**config.mk**
```make
export PLATFORM = sky130hd
export DESIGN_NAME = bitmap_buffer_allocator
export DESIGN_NICKNAME = d
export VERILOG_FILES = /design/src/rtl/bba_pkg.sv /design/src/rtl/bba_ffs.sv /design/src/rtl/bitmap_buffer_allocator.sv
export SDC_FILE = /design/constraint.sdc
export NUM_CORES = 1
export LEC_CHECK = 0
export BUFFER_PORTS_ARGS = -buffer_cell sky130_fd_sc_hd__buf_2
export CAP_MARGIN = 10
export CORE_MARGIN = 10
export CORE_UTILIZATION = 32
export CTS_BUF_LIST = sky130_fd_sc_hd__clkbuf_8
export DETAILED_ROUTE_END_ITERATION = 7
export GPL_TIMING_DRIVEN = 0
export MAX_ROUTING_LAYER = met4
export SLEW_MARGIN = 20
export SYNTH_ARGS = -nofsm -noshare
export SYNTH_HDL_FRONTEND = slang
export SYNTH_HIERARCHICAL = 1
export SYNTH_SLANG_ARGS = --single-unit
```
**constraint.sdc**
```tcl
create_clock -name clk -period 3.4 [get_ports clk]
set_input_delay 0.17 -clock clk [delete_from_list [all_inputs] [get_ports clk]]
set_output_delay 0.17 -clock clk [all_outputs]
set_load 0.01 [all_outputs]
```
**src/rtl/bba_pkg.sv**
```systemverilog
// Shared constants, codes and types for the bitmap buffer allocator.
package bba_pkg;

    localparam int NUM_BUFFERS = 32;
    localparam int MAP_W       = 32;
    localparam int IDX_W       = 5;
    localparam int SLOT_W      = 8;
    localparam int CNT_W       = 6;
    localparam int TOTAL_W     = 32;
    localparam int STATUS_W    = 2;
    localparam int GRP_W       = 8;
    localparam int NUM_GRP     = MAP_W / GRP_W;
    localparam int GRP_IDX_W   = 3;

    localparam logic [MAP_W-1:0] POOL_MASK = {MAP_W{1'b1}} >> (MAP_W - NUM_BUFFERS);

    localparam logic OP_ALLOC   = 1'b0;
    localparam logic OP_RELEASE = 1'b1;

    localparam logic [STATUS_W-1:0] ST_DONE      = 2'd0;
    localparam logic [STATUS_W-1:0] ST_EXHAUSTED = 2'd1;
    localparam logic [STATUS_W-1:0] ST_BAD_INDEX = 2'd2;

    typedef struct packed {
        logic             found;
        logic [IDX_W-1:0] index;
    } ffs_t;

endpackage

```
**src/rtl/bba_ffs.sv**
```systemverilog
// Find-first-set encoder that returns the lowest set bit of the free map.
module bba_ffs
    import bba_pkg::*;
(
    input  logic [MAP_W-1:0] map,
    output ffs_t             first
);

    logic [NUM_GRP-1:0]   grp_any;
    logic [GRP_IDX_W-1:0] grp_pos [NUM_GRP];

    // Each group of eight bits is encoded on its own, then the lowest
    // non-empty group is selected.
    always_comb
    begin
        for (int g = 0; g < NUM_GRP; g++)
        begin
            grp_any[g] = |map[g*GRP_W +: GRP_W];
            grp_pos[g] = '0;
            for (int j = GRP_W - 1; j >= 0; j--)
            begin
                if (map[g*GRP_W + j])
                begin
                    grp_pos[g] = GRP_IDX_W'(j);
                end
            end
        end
    end

    always_comb
    begin
        first.found = |grp_any;
        first.index = '0;
        for (int g = NUM_GRP - 1; g >= 0; g--)
        begin
            if (grp_any[g])
            begin
                first.index = {(IDX_W - GRP_IDX_W)'(g), grp_pos[g]};
            end
        end
    end

endmodule

```
**src/rtl/bitmap_buffer_allocator.sv**
```systemverilog
// Top level of the bitmap buffer allocator: request register, update logic, result register.
// Timing: a request accepted at a clock edge is held in the request register, and its result
// is then written to the result register together with the result strobe.
// Throughput: one request per cycle; busy is never raised, and the free-map update
// through the find-first-set encoder is combinational.
// Reset: all slots free, all totals and usage counts zero, no result pending.
// The receiver cannot stall, so each result is shown for exactly one cycle.
module bitmap_buffer_allocator
    import bba_pkg::*;
(
    input  logic                clk,
    input  logic                rst_n,
    input  logic                start,
    output logic                busy,
    input  logic                opcode,
    input  logic [SLOT_W-1:0]   slot_index,
    output logic                done,
    output logic [STATUS_W-1:0] status,
    output logic [IDX_W-1:0]    granted_slot,
    output logic [TOTAL_W-1:0]  alloc_total,
    output logic [TOTAL_W-1:0]  free_total,
    output logic [CNT_W-1:0]    peak_in_use,
    output logic [CNT_W-1:0]    now_in_use
);

    logic               req_valid_reg;
    logic               op_reg;
    logic [SLOT_W-1:0]  idx_reg;

    logic [MAP_W-1:0]   free_map_reg,   free_map_next;
    logic [TOTAL_W-1:0] alloc_cnt_reg,  alloc_cnt_next;
    logic [TOTAL_W-1:0] free_cnt_reg,   free_cnt_next;
    logic [CNT_W-1:0]   peak_reg,       peak_next;
    logic [CNT_W-1:0]   usage_reg,      usage_next;

    logic                done_reg;
    logic [STATUS_W-1:0] status_reg,    status_next;
    logic [IDX_W-1:0]    granted_reg,   granted_next;

    logic [MAP_W-1:0]   avail;
    ffs_t               first;
    logic [CNT_W-1:0]   usage_inc;

    assign busy = 1'b0;

    always_ff @(posedge clk or negedge rst_n)
    begin
        if (!rst_n)
        begin
            req_valid_reg <= 1'b0;
        end
        else
        begin
            req_valid_reg <= start;
        end
    end

    always_ff @(posedge clk)
    begin
        if (start)
        begin
            op_reg  <= opcode;
            idx_reg <= slot_index;
        end
    end

    assign avail = free_map_reg & POOL_MASK;

    bba_ffs u_ffs
    (
        .map   (avail),
        .first (first)
    );

    assign usage_inc = usage_reg + CNT_W'(1);

    always_comb
    begin
        free_map_next  = free_map_reg;
        alloc_cnt_next = alloc_cnt_reg;
        free_cnt_next  = free_cnt_reg;
        peak_next      = peak_reg;
        usage_next     = usage_reg;
        status_next    = ST_DONE;
        granted_next   = '0;
        if (op_reg == OP_ALLOC)
        begin
            if (!first.found)
            begin
                status_next = ST_EXHAUSTED;
            end
            else
            begin
                granted_next   = first.index;
                free_map_next  = free_map_reg & ~(MAP_W'(1) << first.index);
                alloc_cnt_next = alloc_cnt_reg + TOTAL_W'(1);
                usage_next     = usage_inc;
                if (usage_inc > peak_reg)
                begin
                    peak_next = usage_inc;
                end
            end
        end
        else
        begin
            if (idx_reg >= SLOT_W'(NUM_BUFFERS))
            begin
                status_next = ST_BAD_INDEX;
            end
            else
            begin
                free_map_next = free_map_reg | (MAP_W'(1) << idx_reg[IDX_W-1:0]);
                free_cnt_next = free_cnt_reg + TOTAL_W'(1);
                if (usage_reg != '0)
                begin
                    usage_next = usage_reg - CNT_W'(1);
                end
            end
        end
    end

    always_ff @(posedge clk or negedge rst_n)
    begin
        if (!rst_n)
        begin
            free_map_reg  <= POOL_MASK;
            alloc_cnt_reg <= '0;
            free_cnt_reg  <= '0;
            peak_reg      <= '0;
            usage_reg     <= '0;
            done_reg      <= 1'b0;
        end
        else
        begin
            done_reg <= req_valid_reg;
            if (req_valid_reg)
            begin
                free_map_reg  <= free_map_next;
                alloc_cnt_reg <= alloc_cnt_next;
                free_cnt_reg  <= free_cnt_next;
                peak_reg      <= peak_next;
                usage_reg     <= usage_next;
            end
        end
    end

    always_ff @(posedge clk)
    begin
        if (req_valid_reg)
        begin
            status_reg  <= status_next;
            granted_reg <= granted_next;
        end
    end

    assign done         = done_reg;
    assign status       = status_reg;
    assign granted_slot = granted_reg;
    assign alloc_total  = alloc_cnt_reg;
    assign free_total   = free_cnt_reg;
    assign peak_in_use  = peak_reg;
    assign now_in_use   = usage_reg;

endmodule
```
* After elaboration in Yosys (flattened, before gate mapping)
Cells that the tools add are included.
Cells by class: add/sub/neg operators 4, $lt $le $gt $ge 2, equal/unequal tests 2, shift-type cells 2, muxes and demuxes 46, bitwise gates (word level) 6, reductions and logical operators 13
Operators with widths (number):
- $mux W3 | 32
- $mux W32 | 3
- $add A32 B1 Y32 const B | 2
- $shl A1 B5 Y32 const A | 2
- $and A32 B32 Y32 | 1
- $not A32 Y32 | 1
- $or A32 B32 Y32 | 1
- $reduce_or A32 Y1 | 1
- $reduce_or A8 Y1 | 4
- $mux W6 | 4
- $mux W5 | 4
- $reduce_and A3 Y1 | 3
- $ge A8 B6 Y1 const B | 1
- $reduce_and A4 Y1 | 2
- $add A6 B1 Y6 const B | 1
- $gt A6 B6 Y1 | 1
- $reduce_bool A6 Y1 | 1
- $sub A6 B1 Y6 const B | 1
- $mux W2 | 2
- $not A1 Y1 | 3
- $ne A2 B1 Y1 const B | 1
- $ne A2 B2 Y1 const B | 1
- $reduce_bool A2 Y1 | 1
- $reduce_or A2 Y1 | 1
- $mux W1 | 1
Word-level totals: flip-flop bits (word level) 126, input bits 12, output and inout port bits 85, word-level logic and storage cells 86

* Depth between registers and ports, before layout
depth in word-level cells 17, depth in mapped cells 9, depth with buffers taken out 9

* Modules after synthesis
The synthesis kept the hierarchy.
Modules (own cells, without submodules):
- bitmap_buffer_allocator | times used 1, cells an instance 503, area each 5708.0 um2
- bba_ffs | times used 1, cells an instance 65, area each 407.9 um2

* Worst setup path after synthesis
No wires, ideal clock.
path type reg-to-reg, start point register usage_reg[2], in the netlist now_in_use[2], end point register peak_reg[0], in the netlist peak_in_use[0], library setup time 0.125 ns, arrival 2.399 ns, data required time 3.275 ns, setup slack 0.876 ns, stages on the path, launching flop included 10, path buffers 1, period minus slack after synthesis 2.524 ns, cell sequence dfrtp_1 -> clkbuf_1 -> nand3_1 -> nor2_1 -> xor2_1 -> ha_1 -> nand4_1 -> o21bai_1 -> a31oi_1 -> mux2_2
On the way: cells in the longest elaborated chain, start to end 3
Ends and longest elaborated chain:
- start: declaration | line bitmap_buffer_allocator.sv:34 | logic [CNT_W-1:0] usage_reg, usage_next;
- start signal: assignment | line bitmap_buffer_allocator.sv:142 | usage_reg <= usage_next;
- $add A6 B1 Y6 | line bitmap_buffer_allocator.sv:75 | assign usage_inc = usage_reg + CNT_W'(1);
- net usage_inc[5] | line bitmap_buffer_allocator.sv:42 | logic [CNT_W-1:0] usage_inc;
- $gt A6 B6 Y1 | line bitmap_buffer_allocator.sv:98 | if (usage_inc > peak_reg)
- $reduce_and A4 Y1 (no line)
- end signal: assignment | line bitmap_buffer_allocator.sv:141 | peak_reg <= peak_next;
- end: declaration | line bitmap_buffer_allocator.sv:33 | logic [CNT_W-1:0] peak_reg, peak_next;
The timed path passes the listed nets, and every way through them passes these cells. A chain may end at the register's enable or synchronous reset.

==> impl_metrics.toml <==
[timing]
setup_viol = 0
fin_crit_sh = 0.856
rsz0062_at_grt = "no"
setup_slack_ns = 0.490
period_needed_ns = 2.91
hold_viol_final = 0
fin_tns_setup_ns = 0
maxSlewViolCount = 0
fmax_ghz = 0.344
holdWs_ns = 0.257
worstMarginPinSlew_ns = 1.02
max-slew-margin-rel = 0.313
skew_ns = 0.0214

[drt]
via_per_inst = 5.13
drtIter0Drc = 334
ant_nets = 0
drc = 0
vias = 4830
drtPass1Iterations = 5
wl_per_cell_um = 16.8
totalWireLength_um = 15800

[placement]
placed_cells = 898
pre_cts_slack_ns = 0.504
place_area_mm2 = 0.00692
io_buffer_count = 95
place_hpwl_um = 11700
gp_congestion = 0.852

[clock_network]
cts_buffer_depth = 2
root_buffer = "clkbuf_8"
clk_pin_slew_worst_paths_ns = 0.07
cts_sinks = 126
htree_num_levels = 4
post_cts_resized = 0
insertion_delay_ns = 0.45
numCtsBuffers = 17
cts_tree = "yes"

[yosys]
syn-num-nets = 591
syn_inst = 568
synth_area_mm2 = 0.00612
synth_edf_count = 16
synthDistinctLibCells = 61
postSynthRegisterBits = 126
yosys_most_used_dff = "dfrtp_1"
async_flop_share = 0.873
seq_area_frac_synth = 0.535
synth.avg_cell_area_um2 = 10.8
yosysWarnings = 6

[min_path]
min_path_type = "in -> async"

[grt]
grt_pass1_wl_um = 25300
grt_max_degree = 65
grt-busiest-layer = "met2"
antenna_found_initial = 0
grtUsageMet2 = 0.188
grt-ovfl-total = 0
grt_pass1_vias = 4628
grt.total_usage = 0.131
grt_util_met3 = 0.0393
gr-usage-met1 = 0.175

[worst_setup_path]
crit_type = "reg -> reg"
rrSetupSlack_ns = 0.49
required_ns = 3.76
start_kind = "register"
arrival_ns = 3.27
slowest_delay_ns = 0.61
critPathMaxFanout = 9
endpoint_kind = "register"
cp_slowest_cell = "a221oi_2"
cp_cell_sequence = "nor4_1 > nand2_1 > or4_4 > a221oi_2 > nand2_1 > o21ai_0 > o21ai_0"

[finish]
mostFrequentLayoutCells = "98 x buf_2, 78 x dfrtp_1, 74 x o21ai_0"
final_util = 0.398
drive_above_1_share = 0.263
nets = 717
finalNonFillerCells = 941
diodes = 0
final_common_cell = "buf_2"
area_growth_pct = 22.0
fin_area_mm2 = 0.00746

[floorplanning]
fp.dieArea_mm2 = 0.0250
io_pins = 97
core_area_mm2 = 0.0188
die_w_um = 158
die_y_um = 158
row_count = 50
initial_utilization = 0.326

[power_and_ir_drop]
power_mw = 6.00
max-vdd-ir-drop_mv = 0.528
leakagePower_nw = 3.21
power_density_mw_per_mm2 = 804

[job]
drv_cap = 0

[run_status]
status = "completed"
synthesized netlist by cell type (3+ instances only):
cell type	count	area (um^2)
dfrtp_1	78	1950
o21ai_0	74	370
xnor2_1	59	517
nand3_1	34	170
nand2_1	33	124
dfstp_2	32	841
nand4_1	29	181
nor2_1	25	93.8
inv_1	21	78.8
edfxtp_1	16	480
nor3_1	15	75.1
ha_1	11	138
xor2_1	11	96.3
a21oi_1	10	50.1
and3_1	9	56.3
mux2_2	8	90.1
nand2b_1	8	50.1
nor4_1	8	50.1
and2_1	6	37.5
nand3b_1	6	45.0
nor2b_1	6	37.5
or2_2	6	37.5
and4_1	5	43.8
buf_2	4	20.0
clkbuf_1	4	15.0
a211oi_1	3	22.5
nor4_2	3	37.5
or4_1	3	22.5
worst max-delay path, delay by kind of cell (launching register included):
family	cells	cell delay [ns]
AO/OA/AOI/OAI	3	0.94
AND/OR/NAND/NOR	4	1.48
flip-flops	1	0.40
layer usage:
metal	vias to the layer above	share of wire
li1	2316	-
met1	2380	0.47
met2	121	0.46
met3	13	0.064
met4	0	0.0097
met5	-	0
where the power goes:
group	total, mW	internal (mW)	switching [mW]	leakage (nW)
sequential	2.31	1.95	0.361	1.54
combinational	2.27	0.891	1.38	1.43
clock	1.42	0.840	0.581	0.240
timing repair:
action,4_1_cts,5_1_grt
endpoints found under the hold margin,56,0
hold buffers,11,0
setup buffers,0,0
kinds of logic (layout without fill, tap and decap cells):
logic type	count (synthesis)	after routing	share of synthesized area
buf+inv	30	169	0.0198
simple gates	215	215	0.207
xor+xnor	70	70	0.100
compound gates	106	106	0.0984
flops	126	126	0.535
fa+ha+maj	11	11	0.0225
mux	9	9	0.0164
other cells	1	1	0.000613
final cells by class:
| class | count | area, um^2 |
|---|---|---|
| inverters | 21 | 78.8 |
| plain buffers | 9 | 42.5 |
| flip-flops and latches | 126 | 3270 |
| clock buffers | 20 | 275 |
| clock inverters | 12 | 153 |
| fillers | 1816 | 11300 |
| well taps | 234 | 293 |
| repair buffers | 107 | 619 |
| multi-input cells | 412 | 2730 |
worst paths after layout:
kind,startpoint,endpoint,cells after the start
worst max-delay path,avail[12]$_DFFE_PN1P_,avail[11]$_DFFE_PN1P_,7
worst min-delay path,rst_n,req_valid_reg$_DFF_PN0_,2
worst max register to register,avail[12]$_DFFE_PN1P_,avail[11]$_DFFE_PN1P_,7
worst min register to register,free_total[31]$_DFFE_PN0P_,free_total[31]$_DFFE_PN0P_,1
max in group asynchronous,rst_n,avail[1]$_DFFE_PN1P_,3
min in group clk,opcode,op_reg$_DFFE_PP_,2
Power figures use the tool's default switching activity.
